$ cat config.mk
export PLATFORM = sky130hd
export DESIGN_NAME = psg_channel_frequency_meter_core
export DESIGN_NICKNAME = d
export VERILOG_FILES = /design/src/sv/pcfm_pkg.sv /design/src/sv/pcfm_divider.sv /design/src/sv/pcfm_decimator.sv /design/src/sv/psg_channel_frequency_meter_core.sv
export SDC_FILE = /design/constraint.sdc
export NUM_CORES = 1
export LEC_CHECK = 0
export ABC_AREA = 1
export BUFFER_PORTS_ARGS = -buffer_cell sky130_fd_sc_hd__buf_2
export CORE_MARGIN = 3
export CORE_UTILIZATION = 50
export CTS_BUF_LIST = sky130_fd_sc_hd__clkbuf_4
export CTS_CLUSTER_DIAMETER = 100
export DETAILED_ROUTE_END_ITERATION = 8
export PLACE_DENSITY = 0.67
export SYNTH_ARGS = -nofsm -noshare
export SYNTH_HDL_FRONTEND = slang
export SYNTH_SLANG_ARGS = --single-unit
$ cat constraint.sdc
create_clock -name clk -period 7.01 [get_ports clk]
set_input_delay 2.103 -clock clk [delete_from_list [all_inputs] [get_ports clk]]
set_output_delay 2.103 -clock clk [all_outputs]
set_load 0.02 [all_outputs]
$ cat src/sv/pcfm_pkg.sv
// ----------------------------------------------------------------------------
// pcfm_pkg
// Shared types, constants and tables of the channel frequency meter.
// ----------------------------------------------------------------------------
package pcfm_pkg;

  // Field widths
  localparam int unsigned LEVEL_W   = 5;
  localparam int unsigned DMA_W     = 16;
  localparam int unsigned VOICE_W   = 2;
  localparam int unsigned VOLUME_W  = 8;
  localparam int unsigned NOTE_W    = 18;
  localparam int unsigned SCOPE_W   = 8;
  localparam int unsigned MUTE_W    = 4;
  localparam int unsigned STEP_W    = 20;
  localparam int unsigned CFG_IDX_W = 2;
  localparam int unsigned CFG_DATA_W = 20;
  localparam int unsigned INDEX_W   = 64;
  localparam int unsigned NUM_TONES = 3;

  // Rates
  localparam int unsigned RATE_DEFAULT = 250332;
  localparam int unsigned OUT_RATE     = 44100;
  localparam int unsigned PERIOD_LIMIT = 250332;
  localparam int unsigned DECIM_FRAC_BITS_DEFAULT = 16;

  // Register indexes
  localparam logic [CFG_IDX_W-1:0] CFG_MUTE_MASK = 2'd0;
  localparam logic [CFG_IDX_W-1:0] CFG_DECIM_STEP = 2'd1;
  localparam logic [CFG_IDX_W-1:0] CFG_SAMPLE_RATE = 2'd2;

  // Voice codes
  localparam logic [VOICE_W-1:0] VOICE_A   = 2'd0;
  localparam logic [VOICE_W-1:0] VOICE_B   = 2'd1;
  localparam logic [VOICE_W-1:0] VOICE_C   = 2'd2;
  localparam logic [VOICE_W-1:0] VOICE_DMA = 2'd3;

  // Scope centering offset for tone levels
  localparam logic [SCOPE_W-1:0] SCOPE_CENTER = 8'd124;

  // level * 255 / 31, truncated
  localparam logic [VOLUME_W-1:0] VOL_TABLE [0:31] = '{
    8'd0,   8'd8,   8'd16,  8'd24,  8'd32,  8'd41,  8'd49,  8'd57,
    8'd65,  8'd74,  8'd82,  8'd90,  8'd98,  8'd106, 8'd115, 8'd123,
    8'd131, 8'd139, 8'd148, 8'd156, 8'd164, 8'd172, 8'd180, 8'd189,
    8'd197, 8'd205, 8'd213, 8'd222, 8'd230, 8'd238, 8'd246, 8'd255
  };

  // Sequencer states
  typedef enum logic [2:0] {
    ST_IDLE,
    ST_EDGE,
    ST_RANGE,
    ST_DIVIDE,
    ST_PUBLISH
  } pcfm_state_t;

  // Divider control and status
  typedef struct packed {
    logic start;
  } pcfm_div_ctrl_t;

  typedef struct packed {
    logic busy;
    logic done;
  } pcfm_div_stat_t;

endpackage

$ cat src/sv/pcfm_divider.sv
// ----------------------------------------------------------------------------
// pcfm_divider
// Restoring divider, one quotient bit per cycle, shared by the tone voices.
// ----------------------------------------------------------------------------
module pcfm_divider (
  input  logic                          clk,
  input  logic                          rst,
  input  pcfm_pkg::pcfm_div_ctrl_t      ctrl,
  input  logic [pcfm_pkg::NOTE_W-1:0]   dividend,
  input  logic [pcfm_pkg::NOTE_W-1:0]   divisor,
  output pcfm_pkg::pcfm_div_stat_t      stat,
  output logic [pcfm_pkg::NOTE_W-1:0]   quotient
);
  import pcfm_pkg::*;

  localparam int unsigned CNT_W = $clog2(NOTE_W + 1);

  logic [NOTE_W:0]   rem;
  logic [NOTE_W-1:0] quo;
  logic [NOTE_W-1:0] dsr;
  logic [CNT_W-1:0]  cnt;
  logic              busy;
  logic              done;

  logic [NOTE_W:0]   shifted;
  logic [NOTE_W:0]   trial;
  logic              fits;
  logic [NOTE_W:0]   rem_next;
  logic [NOTE_W-1:0] quo_next;

  // Shift in the next dividend bit and try the subtract
  always_comb begin
    shifted  = {rem[NOTE_W-1:0], quo[NOTE_W-1]};
    trial    = shifted - {1'b0, dsr};
    fits     = (shifted >= {1'b0, dsr});
    rem_next = fits ? trial : shifted;
    quo_next = {quo[NOTE_W-2:0], fits};
  end

  // Control: load on start, count down the iterations
  always_ff @(posedge clk) begin
    if (rst) begin
      busy <= 1'b0;
      done <= 1'b0;
      cnt  <= '0;
    end else begin
      done <= 1'b0;
      if (ctrl.start) begin
        busy <= 1'b1;
        cnt  <= CNT_W'(NOTE_W);
      end else if (busy) begin
        cnt <= cnt - CNT_W'(1);
        if (cnt == CNT_W'(1)) begin
          busy <= 1'b0;
          done <= 1'b1;
        end
      end
    end
  end

  // Datapath
  always_ff @(posedge clk) begin
    if (ctrl.start) begin
      rem <= '0;
      quo <= dividend;
      dsr <= divisor;
    end else if (busy) begin
      rem <= rem_next;
      quo <= quo_next;
    end
  end

  assign stat.busy = busy;
  assign stat.done = done;
  assign quotient  = quo;

endmodule

$ cat src/sv/pcfm_decimator.sv
// ----------------------------------------------------------------------------
// pcfm_decimator
// Fixed-point rate accumulator that marks which samples feed the scope.
// ----------------------------------------------------------------------------
module pcfm_decimator #(
  parameter int unsigned DECIM_FRAC_BITS = pcfm_pkg::DECIM_FRAC_BITS_DEFAULT
) (
  input  logic                          clk,
  input  logic                          rst,
  input  logic                          advance,
  input  logic [pcfm_pkg::STEP_W-1:0]   step,
  output logic                          scope_hit
);
  import pcfm_pkg::*;

  localparam int unsigned ACC_W = DECIM_FRAC_BITS + 5;
  localparam int unsigned CMP_W = (ACC_W > STEP_W) ? ACC_W : STEP_W;
  localparam logic [ACC_W-1:0] UNIT = ACC_W'(1) << DECIM_FRAC_BITS;

  logic [ACC_W-1:0] acc;
  logic [ACC_W-1:0] acc_sum;
  logic [CMP_W-1:0] sum_ext;
  logic [CMP_W-1:0] step_ext;
  logic [ACC_W-1:0] acc_next;

  // Add one unit, take out a step when the sum reaches it
  always_comb begin
    acc_sum   = acc + UNIT;
    sum_ext   = CMP_W'(acc_sum);
    step_ext  = CMP_W'(step);
    scope_hit = (sum_ext >= step_ext);
    acc_next  = scope_hit ? ACC_W'(sum_ext - step_ext) : acc_sum;
  end

  always_ff @(posedge clk) begin
    if (rst) begin
      acc <= '0;
    end else if (advance) begin
      acc <= acc_next;
    end
  end

endmodule

$ cat src/sv/psg_channel_frequency_meter_core.sv
// ----------------------------------------------------------------------------
// psg_channel_frequency_meter_core
// Per-voice meter: mute, edge timing with note in Hz, volume and scope mark.
// ----------------------------------------------------------------------------
// Usage
//   Input channel (in_valid / in_stall): one word per sound sample with three
//   tone levels and a stereo DMA sample. The block raises in_stall while it
//   works on a sample.
//   Output channel (out_valid / out_stall): four words per sample, voices
//   A, B, C, then DMA; last marks the DMA word.
//   Config channel (cfg_valid / cfg_ready / cfg_index / cfg_data): always
//   ready; write only while no sample is in flight.
// Sequence
//   Each voice gets an edge step; a voice that shows a timed rising edge
//   also gets a range check and, when its period is in range, a note
//   division in the shared 18-bit divider. The first word appears once
//   the sample is published to the result buffer.
// Stalls
//   The four words sit in a result buffer; the next sample may be taken and
//   processed while they drain, and it waits for the buffer only at the end.
// Reset
//   Clears edge history, sample counter, notes, decimation accumulator and
//   restores the register defaults. No clearing pass is needed.
// ----------------------------------------------------------------------------
module psg_channel_frequency_meter_core #(
  parameter int unsigned DECIM_FRAC_BITS = pcfm_pkg::DECIM_FRAC_BITS_DEFAULT
) (
  input  logic                              clk,
  input  logic                              rst,
  // sample input
  input  logic                              in_valid,
  output logic                              in_stall,
  input  logic [pcfm_pkg::LEVEL_W-1:0]      level_a,
  input  logic [pcfm_pkg::LEVEL_W-1:0]      level_b,
  input  logic [pcfm_pkg::LEVEL_W-1:0]      level_c,
  input  logic signed [pcfm_pkg::DMA_W-1:0] dma_left,
  input  logic signed [pcfm_pkg::DMA_W-1:0] dma_right,
  // result output
  output logic                              out_valid,
  input  logic                              out_stall,
  output logic [pcfm_pkg::VOICE_W-1:0]      voice,
  output logic signed [pcfm_pkg::DMA_W-1:0] mixed_level,
  output logic signed [pcfm_pkg::DMA_W-1:0] mixed_right,
  output logic [pcfm_pkg::VOLUME_W-1:0]     volume,
  output logic [pcfm_pkg::NOTE_W-1:0]       note_hz,
  output logic                              scope_write,
  output logic signed [pcfm_pkg::SCOPE_W-1:0] scope_value,
  output logic                              last,
  // configuration
  input  logic                              cfg_valid,
  output logic                              cfg_ready,
  input  logic [pcfm_pkg::CFG_IDX_W-1:0]    cfg_index,
  input  logic [pcfm_pkg::CFG_DATA_W-1:0]   cfg_data
);
  import pcfm_pkg::*;

  localparam logic [63:0] STEP_FULL =
    ((64'(RATE_DEFAULT) << DECIM_FRAC_BITS) + 64'(OUT_RATE / 2)) / 64'(OUT_RATE);
  localparam logic [STEP_W-1:0] STEP_RESET = STEP_FULL[STEP_W-1:0];

  // Configuration registers
  logic [MUTE_W-1:0] mute_mask;
  logic [STEP_W-1:0] decimation_step;
  logic [NOTE_W-1:0] sample_rate_hz;

  // Edge history and notes
  logic               previous_on [NUM_TONES];
  logic               edge_seen   [NUM_TONES];
  logic [INDEX_W-1:0] edge_index  [NUM_TONES];
  logic [NOTE_W-1:0]  note_store  [NUM_TONES];
  logic [INDEX_W-1:0] sample_index;
  logic [INDEX_W-1:0] period;

  // Sample being processed
  logic [LEVEL_W-1:0] item_lv [NUM_TONES];
  logic [DMA_W-1:0]   item_left;
  logic [DMA_W-1:0]   item_right;

  // Result buffer
  logic               buf_valid;
  logic [VOICE_W-1:0] rd_idx;
  logic [LEVEL_W-1:0] buf_lv   [NUM_TONES];
  logic [NOTE_W-1:0]  buf_note [NUM_TONES];
  logic [DMA_W-1:0]   buf_left;
  logic [DMA_W-1:0]   buf_right;
  logic               buf_sw;

  // Sequencer
  pcfm_state_t        state;
  pcfm_state_t        state_next;
  logic [VOICE_W-1:0] cur;
  logic               cur_on;
  logic               rising;
  logic               timed;
  logic               period_ok;
  logic               last_voice;
  logic               voice_step;
  logic               publish;

  pcfm_div_ctrl_t     div_ctrl;
  pcfm_div_stat_t     div_stat;
  logic [NOTE_W-1:0]  div_quotient;
  logic               scope_hit;

  logic               in_take;
  logic               out_take;

  assign in_take  = in_valid && !in_stall;
  assign out_take = out_valid && !out_stall;
  assign cfg_ready = 1'b1;

  // Current voice view
  always_comb begin
    cur_on     = (item_lv[cur] != '0);
    rising     = cur_on && !previous_on[cur];
    timed      = rising && edge_seen[cur];
    period_ok  = (period != '0) && (period < INDEX_W'(PERIOD_LIMIT));
    last_voice = (cur == VOICE_C);
  end

  // Next state
  always_comb begin
    state_next = state;
    unique case (state)
      ST_IDLE: begin
        if (in_valid) state_next = ST_EDGE;
      end
      ST_EDGE: begin
        if (timed) state_next = ST_RANGE;
        else if (last_voice) state_next = ST_PUBLISH;
      end
      ST_RANGE: begin
        if (period_ok) state_next = ST_DIVIDE;
        else state_next = last_voice ? ST_PUBLISH : ST_EDGE;
      end
      ST_DIVIDE: begin
        if (div_stat.done) state_next = last_voice ? ST_PUBLISH : ST_EDGE;
      end
      ST_PUBLISH: begin
        if (!buf_valid) state_next = ST_IDLE;
      end
      default: state_next = ST_IDLE;
    endcase
  end

  // Sequencer outputs
  always_comb begin
    in_stall       = 1'b1;
    div_ctrl.start = 1'b0;
    voice_step     = 1'b0;
    publish        = 1'b0;
    unique case (state)
      ST_IDLE: begin
        in_stall = 1'b0;
      end
      ST_EDGE: begin
        voice_step = !timed && !last_voice;
      end
      ST_RANGE: begin
        div_ctrl.start = period_ok;
        voice_step     = !period_ok && !last_voice;
      end
      ST_DIVIDE: begin
        voice_step = div_stat.done && !last_voice;
      end
      ST_PUBLISH: begin
        publish = !buf_valid;
      end
      default: in_stall = 1'b1;
    endcase
  end

  always_ff @(posedge clk) begin
    if (rst) begin
      state <= ST_IDLE;
    end else begin
      state <= state_next;
    end
  end

  // Configuration writes
  always_ff @(posedge clk) begin
    if (rst) begin
      mute_mask       <= '0;
      decimation_step <= STEP_RESET;
      sample_rate_hz  <= NOTE_W'(RATE_DEFAULT);
    end else if (cfg_valid && cfg_ready) begin
      unique case (cfg_index)
        CFG_MUTE_MASK:   mute_mask       <= cfg_data[MUTE_W-1:0];
        CFG_DECIM_STEP:  decimation_step <= cfg_data[STEP_W-1:0];
        CFG_SAMPLE_RATE: sample_rate_hz  <= cfg_data[NOTE_W-1:0];
        default: ;
      endcase
    end
  end

  // Capture the sample
  always_ff @(posedge clk) begin
    if (in_take) begin
      item_lv[0] <= level_a;
      item_lv[1] <= level_b;
      item_lv[2] <= level_c;
      item_left  <= dma_left;
      item_right <= dma_right;
    end
  end

  // Voice pointer
  always_ff @(posedge clk) begin
    if (rst) begin
      cur <= VOICE_A;
    end else if (in_take) begin
      cur <= VOICE_A;
    end else if (voice_step) begin
      cur <= cur + VOICE_W'(1);
    end
  end

  // Edge history, sample counter and notes
  always_ff @(posedge clk) begin
    if (rst) begin
      for (int i = 0; i < NUM_TONES; i++) begin
        previous_on[i] <= 1'b0;
        edge_seen[i]   <= 1'b0;
        edge_index[i]  <= '0;
        note_store[i]  <= '0;
      end
      sample_index <= '0;
    end else begin
      if (state == ST_EDGE) begin
        previous_on[cur] <= cur_on;
        if (rising) begin
          edge_index[cur] <= sample_index;
          edge_seen[cur]  <= 1'b1;
        end
      end
      if (state == ST_DIVIDE && div_stat.done) begin
        note_store[cur] <= div_quotient;
      end
      if (publish) begin
        sample_index <= sample_index + INDEX_W'(1);
      end
    end
  end

  // Elapsed samples since the last edge of the current voice
  always_ff @(posedge clk) begin
    if (state == ST_EDGE && timed) begin
      period <= sample_index - edge_index[cur];
    end
  end

  pcfm_divider u_divider (
    .clk      (clk),
    .rst      (rst),
    .ctrl     (div_ctrl),
    .dividend (sample_rate_hz),
    .divisor  (period[NOTE_W-1:0]),
    .stat     (div_stat),
    .quotient (div_quotient)
  );

  pcfm_decimator #(
    .DECIM_FRAC_BITS (DECIM_FRAC_BITS)
  ) u_decimator (
    .clk       (clk),
    .rst       (rst),
    .advance   (publish),
    .step      (decimation_step),
    .scope_hit (scope_hit)
  );

  // Result buffer control
  always_ff @(posedge clk) begin
    if (rst) begin
      buf_valid <= 1'b0;
      rd_idx    <= VOICE_A;
    end else if (publish) begin
      buf_valid <= 1'b1;
      rd_idx    <= VOICE_A;
    end else if (out_take) begin
      if (rd_idx == VOICE_DMA) begin
        buf_valid <= 1'b0;
      end else begin
        rd_idx <= rd_idx + VOICE_W'(1);
      end
    end
  end

  // Result buffer payload
  always_ff @(posedge clk) begin
    if (publish) begin
      for (int i = 0; i < NUM_TONES; i++) begin
        buf_lv[i]   <= item_lv[i];
        buf_note[i] <= note_store[i];
      end
      buf_left  <= item_left;
      buf_right <= item_right;
      buf_sw    <= scope_hit;
    end
  end

  // Output word for the selected voice
  always_comb begin
    logic [LEVEL_W-1:0] lv;
    logic               muted;
    lv          = '0;
    muted       = mute_mask[rd_idx];
    voice       = rd_idx;
    last        = (rd_idx == VOICE_DMA);
    scope_write = buf_sw;
    mixed_right = '0;
    volume      = '0;
    note_hz     = '0;
    case (rd_idx)
      VOICE_A: begin
        lv      = buf_lv[0];
        note_hz = buf_note[0];
      end
      VOICE_B: begin
        lv      = buf_lv[1];
        note_hz = buf_note[1];
      end
      VOICE_C: begin
        lv      = buf_lv[2];
        note_hz = buf_note[2];
      end
      default: lv = '0;
    endcase
    if (rd_idx == VOICE_DMA) begin
      mixed_level = muted ? '0 : buf_left;
      mixed_right = muted ? '0 : buf_right;
      scope_value = (buf_sw && !muted) ? buf_left[DMA_W-1:DMA_W-SCOPE_W] : '0;
    end else begin
      mixed_level = muted ? '0 : DMA_W'(lv);
      volume      = VOL_TABLE[lv];
      scope_value = (buf_sw && !muted) ? ({lv, 3'b000} - SCOPE_CENTER) : '0;
    end
  end

  assign out_valid = buf_valid;

endmodule

# After elaboration in Yosys (flattened, before gate mapping)
# Memory sizes are Yosys's and may differ from the RTL's. A register that Yosys moved wholly into a read port is not among the register bits.
# Index checks and enable logic that the tools add are counted.
[classes]
addsub = 9
order_cmp = 5
n_eq_ne = 15
muxes = 76
n_bitwise = 3
n_reduce_logical = 40
[op_table]
columns = ["cell", "count"]
rows = [
  ["$mux 18", 4],
  ["$add 64x1->64 const B", 1],
  ["$lt 64x18->1 const B", 1],
  ["$mux 16", 4],
  ["$mux 64", 1],
  ["$reduce_bool 64->1", 1],
  ["$reduce_or 64->1", 1],
  ["$sub 64x64->64", 1],
  ["$pmux 18 s3", 1],
  ["$mux 8", 6],
  ["$mux 1", 33],
  ["$mux 2", 12],
  ["$add 21x17->21 const B", 1],
  ["$ge 21x20->1", 1],
  ["$mux 21", 1],
  ["$mux 3", 7],
  ["$sub 21x20->21", 1],
  ["$ge 19x18->1", 1],
  ["$reduce_or 18->1", 1],
  ["$sub 18x18->18", 1],
  ["$mux 5", 3],
  ["$pmux 3 s5", 1],
  ["$pmux 5 s3", 1],
  ["$logic_and 1x1->1", 11],
  ["28 further kinds", 52],
]
[totals]
ff_bits = 325
mem_bits_rw = 336
rom_bits = 256
in_bits = 74
output_inout_bits = 73
wordCells = 178
mem_count = 8
[mem_list]
columns = ["name", "words", "word_bits", "read_ports", "rd_ports_with_merged_regs", "write_ports", "line", "rtl"]
rows = [
  ["(no name shown)", 32, 8, 1, 0, 0, "psg_channel_frequency_meter_core.sv:336", "volume = VOL_TABLE[lv];"],
  ["edge_index", 3, 64, 1, 1, 3, "psg_channel_frequency_meter_core.sv:69", "logic [INDEX_W-1:0] edge_index [NUM_TONES];"],
  ["buf_note", 3, 18, 3, 0, 3, "psg_channel_frequency_meter_core.sv:83", "logic [NOTE_W-1:0] buf_note [NUM_TONES];"],
  ["note_store", 3, 18, 3, 0, 3, "psg_channel_frequency_meter_core.sv:70", "logic [NOTE_W-1:0] note_store [NUM_TONES];"],
  ["buf_lv", 3, 5, 3, 0, 3, "psg_channel_frequency_meter_core.sv:82", "logic [LEVEL_W-1:0] buf_lv [NUM_TONES];"],
  ["item_lv", 3, 5, 4, 1, 3, "psg_channel_frequency_meter_core.sv:75", "logic [LEVEL_W-1:0] item_lv [NUM_TONES];"],
  ["+2 memories", "--", "--", "--", "--", "--", "--", ""],
]

# Longest topological paths before layout
# Gate-level depths: netlist of run 1.
[depth]
ltp_word = 8
mapped_depth = 21
mapped_depth_nobuf = 18

# By module
# Synthesis of run 1 repeated with hierarchy kept, for this count alone.
[hier_totals]
hier_cells = 4280
area_unflattened_um2 = 37299.5
[modules_own_cells]
columns = ["mod", "instances", "cells_each", "area_per_inst_um2"]
rows = [
  ["psg_channel_frequency_meter_core", 1, 3400, 31235.0],
  ["pcfm_divider", 1, 478, 3634.7],
  ["pcfm_decimator", 1, 402, 2429.8],
]

# Worst setup path after synthesis of run 1
# No wires, ideal clock.
[synth_timing]
path_kind = "input to register"
from = "in rst"
to = "mem edge_index[3][0], enable pin"
t_arrival_ns = 5.179
required_ns = 6.523
slack_ns = 1.344
cell_stages = 4
path_buffers = 1
cell_sequence = "clkbuf_1 nor3_1 inv_1 nor2_1"
[synth_rtl]
columns = ["item", "line", "rtl"]
rows = [
  ["from (decl)", "psg_channel_frequency_meter_core.sv:29", "input logic rst,"],
  ["to (decl)", "psg_channel_frequency_meter_core.sv:69", ""],
]

# Worst setup path in the final report of run 1
[layout_timing]
from = "reg rd_idx[0], in the netlist voice[0]"
to = "out scope_value[0] (netlist name)"
[layout_via]
elab_chain_cells = 6
[layout_rtl]
columns = ["item", "line", "rtl"]
rows = [
  ["from (decl)", "psg_channel_frequency_meter_core.sv:81", "logic [VOICE_W-1:0] rd_idx;"],
  ["from (signal assigned)", "psg_channel_frequency_meter_core.sv:285", "rd_idx <= rd_idx + VOICE_W'(1);"],
  ["$bmux 1 s2", "psg_channel_frequency_meter_core.sv:308", "muted = mute_mask[rd_idx];"],
  ["$mux 1 (implied by the code)", "psg_channel_frequency_meter_core.sv:308", ""],
  ["$logic_not 1->1", "psg_channel_frequency_meter_core.sv:333, psg_channel_frequency_meter_core.sv:337", ""],
  ["$logic_and 1x1->1", "psg_channel_frequency_meter_core.sv:333, psg_channel_frequency_meter_core.sv:337", ""],
  ["$mux 8 (on tied branches)", "psg_channel_frequency_meter_core.sv:337, psg_channel_frequency_meter_core.sv:333", ""],
  ["$mux 8 *", "psg_channel_frequency_meter_core.sv:330", "if (rd_idx == VOICE_DMA) begin"],
  ["to (decl)", "psg_channel_frequency_meter_core.sv:47", "output logic signed [pcfm_pkg::SCOPE_W-1:0] scope_value,"],
]
# Every way passes the cells marked *; elsewhere a longest branch is shown, timed or not. The select of a mux whose other input is x is not followed.

==> results_dict.tcl, run 1 <==
set metrics [dict create \
    status "finished, final reports clean" \
    netlist_top_cells_area "edfxtp_1 46%, nand2_1 11%, dfxtp_1 9.0%" \
    synth_warnings 0 \
    crit_path_end_kind "output port" \
    dpl_cell_area_um2 38600 \
    cpPeakStageDelay_ps 520 \
    clkSlewWorstSetupHoldPaths_ps 70 \
    clock_path_buffers 3 \
    fill_cells 6677 \
    synth_fa_ha_area_frac 0.0397 \
    ys_seq_area_frac 0.546 \
    placeableCoreArea_um2 73200 \
    synth_cells 4259 \
    ant_nets 0 \
    firstDrtPassIters 9 \
    area_growth_pct 10.7 \
    min_from "note_store[1][15]" \
    hpwl_mm 73.6 \
    worst_slack_ps 1240 \
    path_class "flip-flop to output port" \
    period_share 0.823 \
    synth_top_family_by_area "simple AND/OR/NAND/NOR gates" \
    root_buffer "clkbuf_4" \
    dp.cells 5260 \
    die_h_um 278 \
    seq_area_um2 20200 \
    synth_xor_xnor_area_share 0.0194 \
    worstPathMaxFanout 28 \
    yosysUniqueCellTypes 55 \
    vias 30099 \
    crit_arrival_ps 3670 \
    min_to "buf_note[0][33]" \
    cts_sinks 729 \
    synth_top_area_cell "edfxtp_1" \
    relSlewSlack 0.271 \
    synthArstFlopShare 0 \
    crit_cells 6 \
    synth_most_common_cell "nand2_1" \
    ir_drop_v 0.000139 \
    ys_ff_latch 729 \
    postSynthAreaPerCell_um2 8.71 \
    insertion_delay_ps 1040 \
    syn-cell-area_um2 37100 \
    grt_use_total 0.265 \
    gp_routability_congestion 0.944 \
    powerDensity_nw_per_um2 267 \
    yosys.area_share.simple 0.238 \
    finClkSkew_ps 82.6 \
    die_w_um 278 \
    reg2reg_depth 13 \
    multi_input_area_um2 14400 \
    required_ps 4910 \
    overflow 0 \
    setup_viol 0 \
    synthTopCellsByCount "1047 x nand2_1, 676 x nor2_1, 563 x edfxtp_1, 492 x inv_1, 271 x a21oi_1" \
    hold_depth 0 \
    vias_per_cell 5.37 \
    post_cts_buffers 0 \
    slowest_stage "nor2_1" \
    cts_resized 0 \
    drt-total-wl_mm 103 \
    cp.buffers_inverters 3 \
    ctsHoldBuffers 0 \
    ioPinCount 147 \
    rrSetupSlack_ps 2560 \
    hold_viol 0 \
    drt_iter0_drc 2821 \
    fin_util 0.561 \
    synth_nets 4449 \
    synth_ff_type "edfxtp_1" \
    synth.mux.area_fraction 0 \
    drive_above_1_share 0.116 \
    grt_pass1_vias 28519 \
    drc_errors 0 \
    fin_nets 4679 \
    layout.cells.non_filler 5604 \
    start_util 0.507 \
    cap_violations 0 \
    p_leak_nw 17.1 \
    total_power_mw 11.0 \
    place_ws_ps 2270 \
    dieArea_um2 77500 \
    port_buffers 145 \
    antenna_found_initial 8 \
    cts_buffers 186 \
    synth_edf_count 563 \
    cp-startpoint "voice[0]" \
    worstMarginPinSlew_ps 1090 \
    start_kind "flip-flop" \
    fp-row-count 99 \
    drv_slew 0 \
    crit_family "buffers and inverters" \
    finalInstanceArea_um2 41100 \
    worstHoldPathType "flip-flop to flip-flop" \
    layout_min_cycle_time_ps 5770 \
    ctsHtreeMaxLevel 4 \
    synth-compound-area-share 0.0906 \
    grt_start_max_net_pins 90 \
    r2r-end "period[63]" \
    grt_pass1_wl_mm 159 \
    tns_ps 0 \
    holdWs_ps 384 \
    synth_top_area_frac 0.456 \
    path_cells "ha_1 > inv_1 > nor2_1 > inv_2 > nor3_1 > buf_2" \
    rsz0062_at_grt "no" \
    max_freq_mhz 173 \
    cts_tree "done" \
    wire_per_inst_um 18.3 \
]
-- power by group --
part           leakage, nW  switching [mW]  internal (mW)
Clock                 1.46            1.77           1.91
Combinational         8.86            1.59          0.621
Sequential            6.79           0.112           4.97
-- cell type report --
| cell class | count | area share |
|---|---|---|
| clock inverters | 59 | 0.00887 |
| multi-input cells | 2906 | 0.351 |
| diodes | 7 | 0.000427 |
| flip-flops and latches | 729 | 0.493 |
| clock buffers | 278 | 0.0508 |
| inverters | 505 | 0.0463 |
| repair buffers | 161 | 0.0206 |
| well taps | 959 | 0.0292 |
-- routing by layer --
| metal | vias to the layer above | routed length (um) | global-route usage |
|---|---|---|---|
| li1 | 14757 | - | - |
| met1 | 13971 | 46300 | 0.378 |
| met2 | 1171 | 44500 | 0.398 |
| met3 | 200 | 9120 | 0.0610 |
| met4 | 0 | 2750 | 0.0912 |
| met5 | - | 0 | 0 |
-- cell usage in the layout, fill, tap and decap left out, types with 13 or more instances in the layout --
master,count
nand2_1,1041
nor2_1,674
edfxtp_1,563
inv_1,490
clkbuf_4,278
a21oi_1,271
nand3_1,210
dfxtp_1,165
o21ai_0,164
buf_2,145
ha_1,113
nor3_1,70
xor2_1,69
a32o_1,62
nand4_1,45
clkinv_1,37
o211ai_1,20
nand2_2,19
nand3b_1,16
buf_4,16
o21bai_1,14
xnor2_1,13
-- kinds of logic after synthesis --
family | count (synthesis)
AO/OA/AOI/OAI | 573
XOR/XNOR | 82
adder cells (fa/ha/maj) | 116
buffers and inverters | 624
flip-flops | 729
other | 1
AND/OR/NAND/NOR | 2134
-- worst max path at each step --
stage,endpoint
3_5_place_dp,volume[0]
5_1_grt,scope_value[0]
6_report,scope_value[0]
3_3_place_gp,volume[0]
4_1_cts,scope_value[0]
2_1_floorplan,edge_index[3][0]
-- registers in the layout (all words and copies together), names as in the netlist, 20 cells and up, named ones only --
register	cells
buf_note	54
decimation_step	20
edge_index	256
note_store	54
period	64
sample_index	64
u_decimator.acc	21
No activity file was read; power rests on OpenSTA's default activity.
==> inputs of run 2 (changes only) <==
--- a/config.mk
+++ b/config.mk
@@ -5,7 +5,7 @@
 export SDC_FILE = /design/constraint.sdc
 export NUM_CORES = 1
 export LEC_CHECK = 0
-export ABC_AREA = 1
+export ABC_AREA = 0
 export BUFFER_PORTS_ARGS = -buffer_cell sky130_fd_sc_hd__buf_2
 export CORE_MARGIN = 3
 export CORE_UTILIZATION = 50
==> constraint.sdc (replaced) <==
create_clock -name clk -period 5.4 [get_ports clk]
set_input_delay 1.62 -clock clk [delete_from_list [all_inputs] [get_ports clk]]
set_output_delay 1.62 -clock clk [all_outputs]
set_load 0.02 [all_outputs]
==> run 2 against run 1 <==
Compared with the run above: non-clock buffer count up 27; synthesized cell count down 34%; final area down 7.0%; routed wire length down 22%; critical path depth up 2; power up 7.6%; critical path type unchanged; sequential power up 23%; clock power up 31%; worst hold slack better by 3.9 ps; via count down 24%; clock-buffer cell count down 2.
==> results_dict.tcl, run 2 <==
set metrics [dict create \
    status "finished, final reports clean" \
    cts_tree "done" \
    root_buffer "clkbuf_4" \
    grt_util_met1 0.297 \
    holdWs_ps 388 \
    p_comb_frac 0.064 \
    crit_arrival_ps 3320 \
    die_h_um 267 \
    switching_share 0.243 \
    worstHoldPathType "flip-flop to flip-flop" \
    drv_slew 0 \
    layout_common_cells "563 x edfxtp_1, 276 x clkbuf_4, 255 x and2_1" \
    relSlewSlack 0.249 \
    synth_warnings 0 \
    worst_slack_ps 463 \
    synth_nets 2998 \
    path_class "flip-flop to output port" \
    reg2reg_depth 13 \
    synth_top_area_cell "edfxtp_1" \
    netlist_top_cells_area "edfxtp_1 50%, dfxtp_1 9.8%, and2_1 4.7%" \
    hold_depth 0 \
    firstDrtPassIters 6 \
    min_to "buf_note[0][39]" \
    dpl_cell_area_um2 35600 \
    grt-busiest-layer "met2" \
    drc_errors 0 \
    clock_path_buffers 3 \
    grt_pass1_vias 23090 \
    cts_sinks 729 \
    synth_fa_ha_area_frac 0.0434 \
    area_growth_pct 12.4 \
    drt-total-wl_mm 80.5 \
    cts_buffers 185 \
    synth_top_family_by_area "simple AND/OR/NAND/NOR gates" \
    drive_above_1_share 0.193 \
    antenna_found_initial 5 \
    start_util 0.511 \
    yosysUniqueCellTypes 76 \
    synth_edf_count 563 \
    insertion_delay_ps 1060 \
    rrSetupSlack_ps 680 \
    synthTopCellsByCount "563 x edfxtp_1, 257 x and2_1, 208 x nand2_1, 190 x nor2_1, 166 x dfxtp_1" \
    top_register "edge_index" \
    grt_pass1_wl_mm 127 \
    place_ws_ps 747 \
    postSynthAreaPerCell_um2 12.1 \
    vias_per_cell 5.64 \
    worstMarginPinSlew_ps 1130 \
    syn-cell-area_um2 34000 \
    placeableCoreArea_um2 66600 \
    power.switching_mw 2.87 \
    finClkSkew_ps 87.9 \
    synth_top_area_frac 0.497 \
    p_leak_nw 14.9 \
    synth_most_common_cell "edfxtp_1" \
    fin_nets 3242 \
    grt_start_max_net_pins 93 \
    layout_min_cycle_time_ps 4940 \
    crit_path_end_kind "output port" \
    vias 22968 \
    start_kind "flip-flop" \
    die_w_um 267 \
    gp_routability_congestion 0.866 \
    fin_util 0.574 \
    overflow 0 \
    yosys.area_share.simple 0.150 \
    fp-row-count 94 \
    ioPinCount 147 \
    drt_iter0_drc 1847 \
    synthArstFlopShare 0 \
    max_freq_mhz 203 \
    synth-compound-area-share 0.0875 \
    r2r-end "period[56]" \
    ctsHoldBuffers 0 \
    hpwl_mm 53.3 \
    min_from "note_store[2][3]" \
    ctsHtreeMaxLevel 4 \
    tns_ps 0 \
    ant_nets 0 \
    setup_viol 0 \
    grt_use_total 0.229 \
    synth_ff_type "edfxtp_1" \
    grtUsageMet3 0.0466 \
    final_common_cell "edfxtp_1" \
    period_share 0.914 \
    worstPathMaxFanout 23 \
    largest_reg_flops 256 \
    wire_per_inst_um 19.8 \
    synth_cells 2808 \
    ir_drop_v 0.000212 \
    clkSlewWorstSetupHoldPaths_ps 60 \
    p_seq_frac 0.528 \
    powerDensity_nw_per_um2 309 \
    clockPowerShare 0.408 \
    reg_top3 "edge_index: 256 flops, period: 64 flops, sample_index: 64 flops" \
    finalInstanceArea_um2 38200 \
    synth_xor_xnor_area_share 0.0361 \
    required_ps 3780 \
    hold_viol 0 \
    p_int_mw 8.95 \
    port_buffers 145 \
    dieArea_um2 71200 \
    ys_seq_area_frac 0.595 \
    ys_ff_latch 729 \
    use_met2 0.385 \
    cap_violations 0 \
    synth.mux.area_fraction 0.0563 \
    rsz0062_at_grt "no" \
]
==> run 2: how the worst max path moves through the flow <==
| stage | from | end | depth (start not counted) |
|---|---|---|---|
| floorplan | state[0] | u_decimator.acc[20] | 7 |
| CTS | voice[0] | volume[0] | 6 |
| global placement | flip-flop | period[56] | 13 |
| global route | voice[0] | scope_value[0] | 5 |
| finish | voice[0] | volume[0] | 8 |
| detailed placement | flip-flop | period[56] | 13 |
==> run 2: what timing repair did <==
item	in CTS	in global routing
setup buffers	5	2
endpoints found under the setup margin	2	20
pin swaps	3	1
gates resized for setup	0	4
hold endpoints to repair	0	0
==> run 2: power by group through the flow <==
stage | clock (mW) | sequential (mW) | combinational [mW]
final | 4.82 | 6.24 | 0.761
after global routing | 5.28 | 6.25 | 0.833
after CTS | 4.96 | 6.24 | 0.764
after detailed placement | 0 | 6.36 | 0.759
after global placement | 0 | 6.35 | 0.749
after floorplan | 0 | 6.33 | 0.535
==> run 2: per-layer routing <==
metal  vias to the layer above  part of all wire
li1                      10884                 -
met1                     11303              0.43
met2                       658              0.50
met3                       123             0.051
met4                         0             0.021
met5                         -                 0
==> run 2: cells by family (layout without fill, tap and decap cells) <==
logic type / Yosys count / after routing
other cells: 1 / 7
buf+inv: 280 / 675
compound gates: 463 / 463
mux: 105 / 105
flops: 729 / 729
simple gates: 974 / 974
fa+ha+maj: 116 / 116
xor+xnor: 140 / 140
==> run 2: layout make-up <==
type | instances | area (um2)
diodes | 6 | 15.0
clock buffers | 276 | 2070
clock inverters | 62 | 419
fillers | 5520 | 28400
inverters | 149 | 562
multi-input cells | 1799 | 12700
flip-flops and latches | 729 | 20200
well taps | 864 | 1080
repair buffers | 188 | 1090
==> run 2: worst max-delay path, stage by stage, from the launching register on <==
cell,delay [ps]
dfxtp_1,470
inv_1,110
ha_2,370
a222oi_1,410
buf_4,200
nand2_1,80
o22a_1,210
a211oi_1,220
buf_2,200
==> run 2: per-stage QoR <==
step / power [mW] / cells
2_1_floorplan: 6.86 / 2808
3_3_place_gp: 7.10 / 3722
6_report: 11.8 / 4073
5_1_grt: 12.4 / 4072
3_5_place_dp: 7.12 / 3722
4_1_cts: 12.0 / 4065
